File: src/button_press_duration_classifier_macros.svh
// Assertion macros for the button press duration classifier.
`ifndef BUTTON_PRESS_DURATION_CLASSIFIER_MACROS_SVH
`define BUTTON_PRESS_DURATION_CLASSIFIER_MACROS_SVH

// Same-cycle implication, checked outside reset.
`define BPDC_ASSERT_IMPL(label, ante, cons, msg) \
    label: assert property (@(posedge i_clk) disable iff (!i_rst_n) (ante) |-> (cons)) \
        else $error(msg);

// Next-cycle implication, checked outside reset.
`define BPDC_ASSERT_NEXT(label, ante, cons, msg) \
    label: assert property (@(posedge i_clk) disable iff (!i_rst_n) (ante) |=> (cons)) \
        else $error(msg);

`endif

File: src/bpdc_pkg.sv
`timescale 1ns / 1ps
package bpdc_pkg;

    localparam int unsigned THR_W   = 16;
    localparam int unsigned LIM_W   = 4;
    localparam int unsigned TIME_W  = 32;
    localparam int unsigned CNT_W   = 16;
    localparam int unsigned CFG_IDX_W = 1;
    localparam int unsigned CFG_DATA_W = 16;

    localparam logic [CFG_IDX_W-1:0] CFG_IDX_THRESHOLD = 1'b0;
    localparam logic [CFG_IDX_W-1:0] CFG_IDX_LIMIT     = 1'b1;

    localparam logic [THR_W-1:0] THRESHOLD_RST = 16'd500;
    localparam logic [LIM_W-1:0] LIMIT_RST     = 4'd2;
    localparam logic [LIM_W-1:0] LIMIT_MIN     = 4'd1;
    localparam logic [CNT_W-1:0] CNT_MAX       = '1;

    typedef struct packed {
        logic              level;
        logic [TIME_W-1:0] now_ms;
        logic              clear_totals;
    } t_sample;

    typedef struct packed {
        logic [LIM_W-1:0]  integ;
        logic              confirmed;
        logic [TIME_W-1:0] press_start;
        logic              last_long;
        logic              green;
        logic              red;
        logic [CNT_W-1:0]  short_tally;
        logic [CNT_W-1:0]  long_tally;
        logic [TIME_W-1:0] short_sum;
        logic [TIME_W-1:0] long_sum;
    } t_state;

    typedef struct packed {
        logic              pressed_confirmed;
        logic              release_event;
        logic              press_was_long;
        logic [TIME_W-1:0] press_duration_ms;
        logic              short_led;
        logic              red_led;
        logic [CNT_W-1:0]  short_press_count;
        logic [CNT_W-1:0]  long_press_count;
        logic [TIME_W-1:0] short_duration_total;
        logic [TIME_W-1:0] long_duration_total;
    } t_result;

endpackage

File: src/button_press_duration_classifier.sv
`timescale 1ns / 1ps
// Button press duration classifier: debounces sampled button levels and
// classifies confirmed presses as short or long.
// Input channel (i_in_valid / o_in_ready): one sample per transfer, with the
// raw level, the millisecond timestamp and a request to clear the totals.
// Output channel (o_out_valid / i_out_ready): one result per sample, with the
// debounced state, release event, duration, LEDs, counts and totals.
// Configuration: i_cfg_we writes i_cfg_wdata into register i_cfg_idx
// (0: long press threshold in ms, 1: debounce limit) at the clock edge.
// Result: registered in the output register, or in the skid register on a stall.
// Throughput: one sample per cycle unless stalled; the whole update is a single
// combinational pass from the state registers into the result register.
// Stall: a skid register holds one extra result, so one more sample is
// taken while a result waits; o_in_ready falls once the skid is full.
// Reset (synchronous, active low): state and counts clear, LEDs off,
// threshold returns to 500 ms and debounce limit to 2, output empty.
module button_press_duration_classifier
    import bpdc_pkg::*;
(
    input  logic                  i_clk,
    input  logic                  i_rst_n,
    input  logic                  i_cfg_we,
    input  logic [CFG_IDX_W-1:0]  i_cfg_idx,
    input  logic [CFG_DATA_W-1:0] i_cfg_wdata,
    input  logic                  i_in_valid,
    output logic                  o_in_ready,
    input  logic                  i_button_level,
    input  logic [TIME_W-1:0]     i_now_ms,
    input  logic                  i_clear_totals,
    output logic                  o_out_valid,
    input  logic                  i_out_ready,
    output logic                  o_pressed_confirmed,
    output logic                  o_release_event,
    output logic                  o_press_was_long,
    output logic [TIME_W-1:0]     o_press_duration_ms,
    output logic                  o_short_led,
    output logic                  o_red_led,
    output logic [CNT_W-1:0]      o_short_press_count,
    output logic [CNT_W-1:0]      o_long_press_count,
    output logic [TIME_W-1:0]     o_short_duration_total,
    output logic [TIME_W-1:0]     o_long_duration_total
);

    `include "button_press_duration_classifier_macros.svh"

    logic [THR_W-1:0] r_threshold;
    logic [LIM_W-1:0] r_limit;
    t_state           r_state;
    t_state           n_state;
    t_result          n_result;
    t_sample          sample;
    t_result          r_out;
    t_result          r_skid;
    logic             r_out_valid;
    logic             r_skid_valid;
    logic             in_xfer;
    logic             out_free;

    always_ff @(posedge i_clk) begin
        if (!i_rst_n) begin
            r_threshold <= THRESHOLD_RST;
            r_limit     <= LIMIT_RST;
        end else if (i_cfg_we) begin
            unique case (i_cfg_idx)
                CFG_IDX_THRESHOLD: r_threshold <= i_cfg_wdata[THR_W-1:0];
                CFG_IDX_LIMIT:     r_limit     <= i_cfg_wdata[LIM_W-1:0];
            endcase
        end
    end

    assign sample.level        = i_button_level;
    assign sample.now_ms       = i_now_ms;
    assign sample.clear_totals = i_clear_totals;

    bpdc_step u_step (
        .i_state     (r_state),
        .i_sample    (sample),
        .i_threshold (r_threshold),
        .i_limit     (r_limit),
        .o_state     (n_state),
        .o_result    (n_result)
    );

    assign o_in_ready = !r_skid_valid;
    assign in_xfer    = i_in_valid && o_in_ready;
    assign out_free   = !r_out_valid || i_out_ready;

    always_ff @(posedge i_clk) begin
        if (!i_rst_n) begin
            r_state <= '0;
        end else if (in_xfer) begin
            r_state <= n_state;
        end
    end

    always_ff @(posedge i_clk) begin
        if (!i_rst_n) begin
            r_out_valid  <= 1'b0;
            r_skid_valid <= 1'b0;
        end else begin
            if (out_free) begin
                // advance skid first, else take the new result
                r_out_valid  <= r_skid_valid || in_xfer;
                r_skid_valid <= 1'b0;
            end else if (in_xfer) begin
                r_skid_valid <= 1'b1;
            end
        end
    end

    always_ff @(posedge i_clk) begin
        if (out_free) begin
            if (r_skid_valid) begin
                r_out <= r_skid;
            end else if (in_xfer) begin
                r_out <= n_result;
            end
        end
        if (in_xfer && !out_free) begin
            r_skid <= n_result;
        end
    end

    assign o_out_valid            = r_out_valid;
    assign o_pressed_confirmed    = r_out.pressed_confirmed;
    assign o_release_event        = r_out.release_event;
    assign o_press_was_long       = r_out.press_was_long;
    assign o_press_duration_ms    = r_out.press_duration_ms;
    assign o_short_led            = r_out.short_led;
    assign o_red_led              = r_out.red_led;
    assign o_short_press_count    = r_out.short_press_count;
    assign o_long_press_count     = r_out.long_press_count;
    assign o_short_duration_total = r_out.short_duration_total;
    assign o_long_duration_total  = r_out.long_duration_total;

    `BPDC_ASSERT_IMPL(a_skid_behind_out, r_skid_valid, r_out_valid, "skid full with output empty")
    `BPDC_ASSERT_NEXT(a_xfer_gives_result, in_xfer, r_out_valid, "transfer produced no result")
    `BPDC_ASSERT_IMPL(a_release_clears_press, r_out_valid && r_out.release_event, !r_out.pressed_confirmed, "release with press still confirmed")
    `BPDC_ASSERT_IMPL(a_leds_exclusive, r_out_valid, !(r_out.short_led && r_out.red_led), "both LEDs on")

endmodule

File: src/bpdc_step.sv
`timescale 1ns / 1ps
module bpdc_step
    import bpdc_pkg::*;
(
    input  t_state            i_state,
    input  t_sample           i_sample,
    input  logic [THR_W-1:0]  i_threshold,
    input  logic [LIM_W-1:0]  i_limit,
    output t_state            o_state,
    output t_result           o_result
);

    logic [LIM_W-1:0]  limit;
    logic [LIM_W-1:0]  integ_n;
    logic [CNT_W-1:0]  short_base;
    logic [CNT_W-1:0]  long_base;
    logic [TIME_W-1:0] short_sum_base;
    logic [TIME_W-1:0] long_sum_base;
    logic              press_hit;
    logic              release_hit;
    logic [TIME_W-1:0] duration;
    logic              is_long;

    assign limit = (i_limit == '0) ? LIMIT_MIN : i_limit;

    always_comb begin
        if (i_sample.level) begin
            integ_n = (i_state.integ < limit) ? i_state.integ + LIM_W'(1) : i_state.integ;
        end else begin
            integ_n = (i_state.integ != '0) ? i_state.integ - LIM_W'(1) : i_state.integ;
        end
    end

    // clear the totals before this sample's release is counted
    assign short_base     = i_sample.clear_totals ? '0 : i_state.short_tally;
    assign long_base      = i_sample.clear_totals ? '0 : i_state.long_tally;
    assign short_sum_base = i_sample.clear_totals ? '0 : i_state.short_sum;
    assign long_sum_base  = i_sample.clear_totals ? '0 : i_state.long_sum;

    assign press_hit   = (integ_n >= limit) && !i_state.confirmed;
    assign release_hit = (integ_n == '0) && i_state.confirmed;
    assign duration    = i_sample.now_ms - i_state.press_start;
    assign is_long     = duration >= {{(TIME_W-THR_W){1'b0}}, i_threshold};

    always_comb begin
        o_state             = i_state;
        o_state.integ       = integ_n;
        o_state.short_tally = short_base;
        o_state.long_tally  = long_base;
        o_state.short_sum   = short_sum_base;
        o_state.long_sum    = long_sum_base;
        if (press_hit) begin
            o_state.confirmed   = 1'b1;
            o_state.press_start = i_sample.now_ms;
        end else if (release_hit) begin
            o_state.confirmed = 1'b0;
            o_state.last_long = is_long;
            o_state.green     = !is_long;
            o_state.red       = is_long;
            if (is_long) begin
                o_state.long_tally = (long_base != CNT_MAX) ? long_base + CNT_W'(1)
                                                            : long_base;
                o_state.long_sum   = long_sum_base + duration;
            end else begin
                o_state.short_tally = (short_base != CNT_MAX) ? short_base + CNT_W'(1)
                                                              : short_base;
                o_state.short_sum   = short_sum_base + duration;
            end
        end
    end

    always_comb begin
        o_result.pressed_confirmed    = o_state.confirmed;
        o_result.release_event        = release_hit;
        o_result.press_was_long       = o_state.last_long;
        o_result.press_duration_ms    = release_hit ? duration : '0;
        o_result.short_led            = o_state.green;
        o_result.red_led              = o_state.red;
        o_result.short_press_count    = o_state.short_tally;
        o_result.long_press_count     = o_state.long_tally;
        o_result.short_duration_total = o_state.short_sum;
        o_result.long_duration_total  = o_state.long_sum;
    end

endmodule

File: config.mk
export PLATFORM = sky130hd
export DESIGN_NAME = button_press_duration_classifier
export DESIGN_NICKNAME = d
export VERILOG_FILES = /design/src/bpdc_pkg.sv /design/src/button_press_duration_classifier.sv /design/src/bpdc_step.sv
export VERILOG_INCLUDE_DIRS = /design/src /design/src/src
export SDC_FILE = /design/constraint.sdc
export NUM_CORES = 1
export LEC_CHECK = 0
export ABC_AREA = 1
export BUFFER_PORTS_ARGS = -buffer_cell sky130_fd_sc_hd__buf_2
export CAP_MARGIN = 20
export CELL_PAD_IN_SITES_DETAIL_PLACEMENT = 1
export CELL_PAD_IN_SITES_GLOBAL_PLACEMENT = 2
export CORE_ASPECT_RATIO = 2
export CORE_MARGIN = 2
export CORE_UTILIZATION = 36
export DETAILED_ROUTE_END_ITERATION = 8
export GPL_ROUTABILITY_DRIVEN = 0
export PLACE_DENSITY_LB_ADDON = 0.1
export SYNTH_ARGS = -nofsm -noshare
export SYNTH_HDL_FRONTEND = slang
export SYNTH_SLANG_ARGS = --single-unit
File: constraint.sdc
create_clock -name i_clk -period 9.9 [get_ports i_clk]
set_clock_uncertainty 0.2 [all_clocks]
set_input_delay 0.495 -clock i_clk [delete_from_list [all_inputs] [get_ports i_clk]]
set_output_delay 0.495 -clock i_clk [all_outputs]
set_load 0.05 [all_outputs]
==> impl_metrics.json <==
{
  "outcome": "finished, final reports clean",
  "drcViolationCount": 0,
  "critPathLaunchType": "input pin",
  "grt_pass1_vias": 25300,
  "synth_cell_types": 50,
  "antenna_found_initial": 0,
  "fill_cells": 8885,
  "cts.sinks": 424,
  "fin_crit_ns": 6.42,
  "p_int_mw": 3.51,
  "setup_viol": 0,
  "layout_setup_ws_ns": 3.48,
  "cp-end-kind": "register",
  "areaGrowthSynthToFinish_pct": 13.7,
  "avgViaCountPerCell": 5.14,
  "r2r_slack_ns": 3.72,
  "cp_slowest_cell": "dlygate4sd3_1",
  "port_buffers": 190,
  "rows": 138,
  "p_leak_nw": 14.4,
  "grt-ovfl-total": 0,
  "syn_nets": 3644,
  "die_area_um2": 73400,
  "synth_top_cell_by_area": "edfxtp_1",
  "r2r-end": "o_short_press_count[1]",
  "wl_per_cell_um": 20.4,
  "synth_edf_count": 266,
  "synth_top_cells_by_count": "nand2_1, inv_1, edfxtp_1, a21oi_1, nor2_1",
  "seqPwrFrac_pct": 35.1,
  "clk_pin_slew_ns": 0.06,
  "synth_most_common_cell": "nand2_1",
  "pwr-share-clk_pct": 28.5,
  "cp.arrival_ns": 6.57,
  "max_cap_violations": 0,
  "crit_buf_inv": 5,
  "grt_max_degree": 134,
  "cts_buffers": 43,
  "htree_num_levels": 2,
  "final_core_utilization_pct": 41.2,
  "cp_max_fo": 52,
  "reg2reg_from": "r_state[101]",
  "synth_flop_cell": "edfxtp_1",
  "hold_end": "r_state[125]",
  "async_flop_share_pct": 0,
  "cts_tree": "done",
  "seq_area_frac_synth_pct": 43.6,
  "slew_headroom_pct": 25.9,
  "yosys.area.top_type_share_pct": 31.2,
  "avgSynthCellArea_um2": 7.39,
  "hold_viol_final": 0,
  "synth.area.top_cells": "edfxtp_1, nand2_1, dfxtp_1",
  "diodes": 0,
  "holdWs_ns": 0.0369,
  "min_path_type": "in2reg",
  "fin_crit_sh_pct": 64.9,
  "start_util_pct": 36.2,
  "power_switching_mw": 2.35,
  "switching_share_pct": 40.1,
  "dp_hpwl_um": 69300,
  "min_path_cells": 3,
  "worst_pin_slew_ns": 1.11,
  "routed_wl_um": 93500,
  "min_from": "i_now_ms[26]",
  "crit_family": "simple AND/OR/NAND/NOR gates",
  "ios": 191,
  "path_common_cell": "nand2_1",
  "synth-seq-cells": 424,
  "synth_area_um2": 25600,
  "drtPass1Iterations": 5,
  "synthCells": 3465,
  "worst_r2r_path_depth": 27,
  "drtIter0Drc": 820,
  "clk_path_buf_depth": 3,
  "setup.worst_path.class": "in2reg",
  "grt.total_usage_pct": 25.6,
  "yosys_warnings": 0,
  "fp.dieH_um": 381,
  "slew_viol_final": 0,
  "cts_setup_buffers": 0,
  "nets": 3815,
  "rsz0062_at_grt": "false",
  "pre_cts_ws_ns": 3.40,
  "cts_root_buffer": "clkbuf_16",
  "grt_pass1_wl_um": 143000,
  "ant_nets": 0,
  "p_comb_share_pct": 36.5,
  "power.total_mw": 5.86,
  "tns_ns": 0,
  "required_ns": 10.05,
  "power_density_nw_per_um2": 201,
  "cpPeakStageDelay_ns": 0.54,
  "layout-drive-gt1-share_pct": 9.67,
  "die-width_um": 193,
  "routed-via-count": 23500,
  "coreArea_um2": 70600,
  "peakVddDrop_mv": 0.154,
  "clock_latency_ns": 0.60,
  "fmax_ghz": 0.156
}
[worst min-delay path, cell delays in order]
cell and delay, ns:
buf_2 0.09, o21ai_0 0.08, a21oi_1 0.10
[per-layer routing]
| layer | track usage (%) | wire length, um | vias up |
|---|---|---|---|
| met5 | 0 | 0 | - |
| met2 | 50.8 | 52000 | 404 |
| met1 | 26.1 | 34500 | 11400 |
| met3 | 2.10 | 2170 | 174 |
| met4 | 12.4 | 4810 | 0 |
| li1 | - | - | 11500 |
[layout by cell type, fill, tap and decap left out, types with 4 or more instances in the layout]
cell type | Yosys | final
edfxtp_1 | 266 | 266
or2_2 | 6 | 6
nor2_4 | 2 | 5
nor2_1 | 246 | 243
nor3_1 | 31 | 31
dlygate4sd3_1 | 0 | 33
nand3b_1 | 10 | 10
nand2_1 | 1094 | 1093
nand3_2 | 5 | 6
clkinv_1 | 4 | 11
nand3_1 | 198 | 197
inv_1 | 509 | 507
and2_1 | 6 | 6
o21bai_1 | 6 | 6
a21o_1 | 4 | 4
dfxtp_1 | 158 | 157
xor2_1 | 45 | 45
buf_4 | 7 | 19
clkinv_2 | 0 | 9
inv_2 | 15 | 15
clkbuf_1 | 86 | 9
a21oi_1 | 247 | 246
xnor2_1 | 23 | 23
buf_2 | 6 | 190
o211ai_1 | 11 | 11
nand2_2 | 6 | 7
a31oi_1 | 21 | 21
nand4_1 | 53 | 53
ha_1 | 120 | 120
o21ai_0 | 133 | 133
clkbuf_16 | 0 | 44
o21ai_2 | 26 | 26
o21ai_1 | 70 | 70
[timing repair]
action / 4_1_cts / 5_1_grt
hold buffers: 33 / 0
resized for setup: 0 / 0
hold endpoints to repair: 37 / 0
[sequential cells by signal (all words and copies together) (netlist names)]
register and cells:
o_short_duration_total 32, o_short_led 1, o_release_event 1, o_long_press_count 16, o_press_was_long 1, o_press_duration_ms 32, o_long_duration_total 32, o_red_led 1
r_skid 133, o_short_press_count 16, r_skid_valid 1, r_state 136, o_pressed_confirmed 1, r_threshold 16, o_out_valid 1, r_limit 4
[through the flow]
stage                     instances  cell area [um^2]
after floorplan                3465             25600
after global placement         4467             27400
after detailed placement       4468             27400
after CTS                      4581             29100
after global routing           4581             29100
final                          4581             29100
[logic make-up after synthesis]
logic type / Yosys count / synth area share [%]
flops: 424 / 43.6
xor+xnor: 69 / 2.41
simple gates: 1671 / 27.0
buf+inv: 646 / 9.72
fa+ha+maj: 123 / 6.10
compound gates: 532 / 11.2
[how the worst max path moves through the flow]
stage                            start                        to  slack [ns]  cells past startpoint
after floorplan           r_skid_valid  o_long_duration_total[0]        2.39                      5
after global placement     i_now_ms[2]    o_short_press_count[1]        3.45                     27
after detailed placement   i_now_ms[2]    o_short_press_count[1]        3.40                     27
after CTS                  i_now_ms[2]    o_short_press_count[1]        3.49                     28
after global routing       i_now_ms[2]    o_short_press_count[1]        3.24                     28
final                      i_now_ms[2]    o_short_press_count[1]        3.48                     28
[cell type report]
| cell class | instances | area (um^2) | share of cell area [%] |
|---|---|---|---|
| multi-input cells | 2395 | 12000 | 41.2 |
| flip-flops and latches | 424 | 11200 | 38.3 |
| inverters | 528 | 1990 | 6.83 |
| repair buffers | 244 | 1460 | 5.00 |
| clock buffers | 55 | 1160 | 3.99 |
| well taps | 910 | 1140 | 3.91 |
| clock inverters | 25 | 216 | 0.744 |
[power by group through the flow]
stage	logic, mW	registers (mW)	clock network, mW
2_1_floorplan	1.28	2.25	0
3_3_place_gp	2.08	2.09	0
3_5_place_dp	2.13	2.09	0
4_1_cts	2.15	2.06	1.72
5_1_grt	2.35	2.07	1.78
6_report	2.14	2.05	1.67
(Power assumes the default switching activity.)
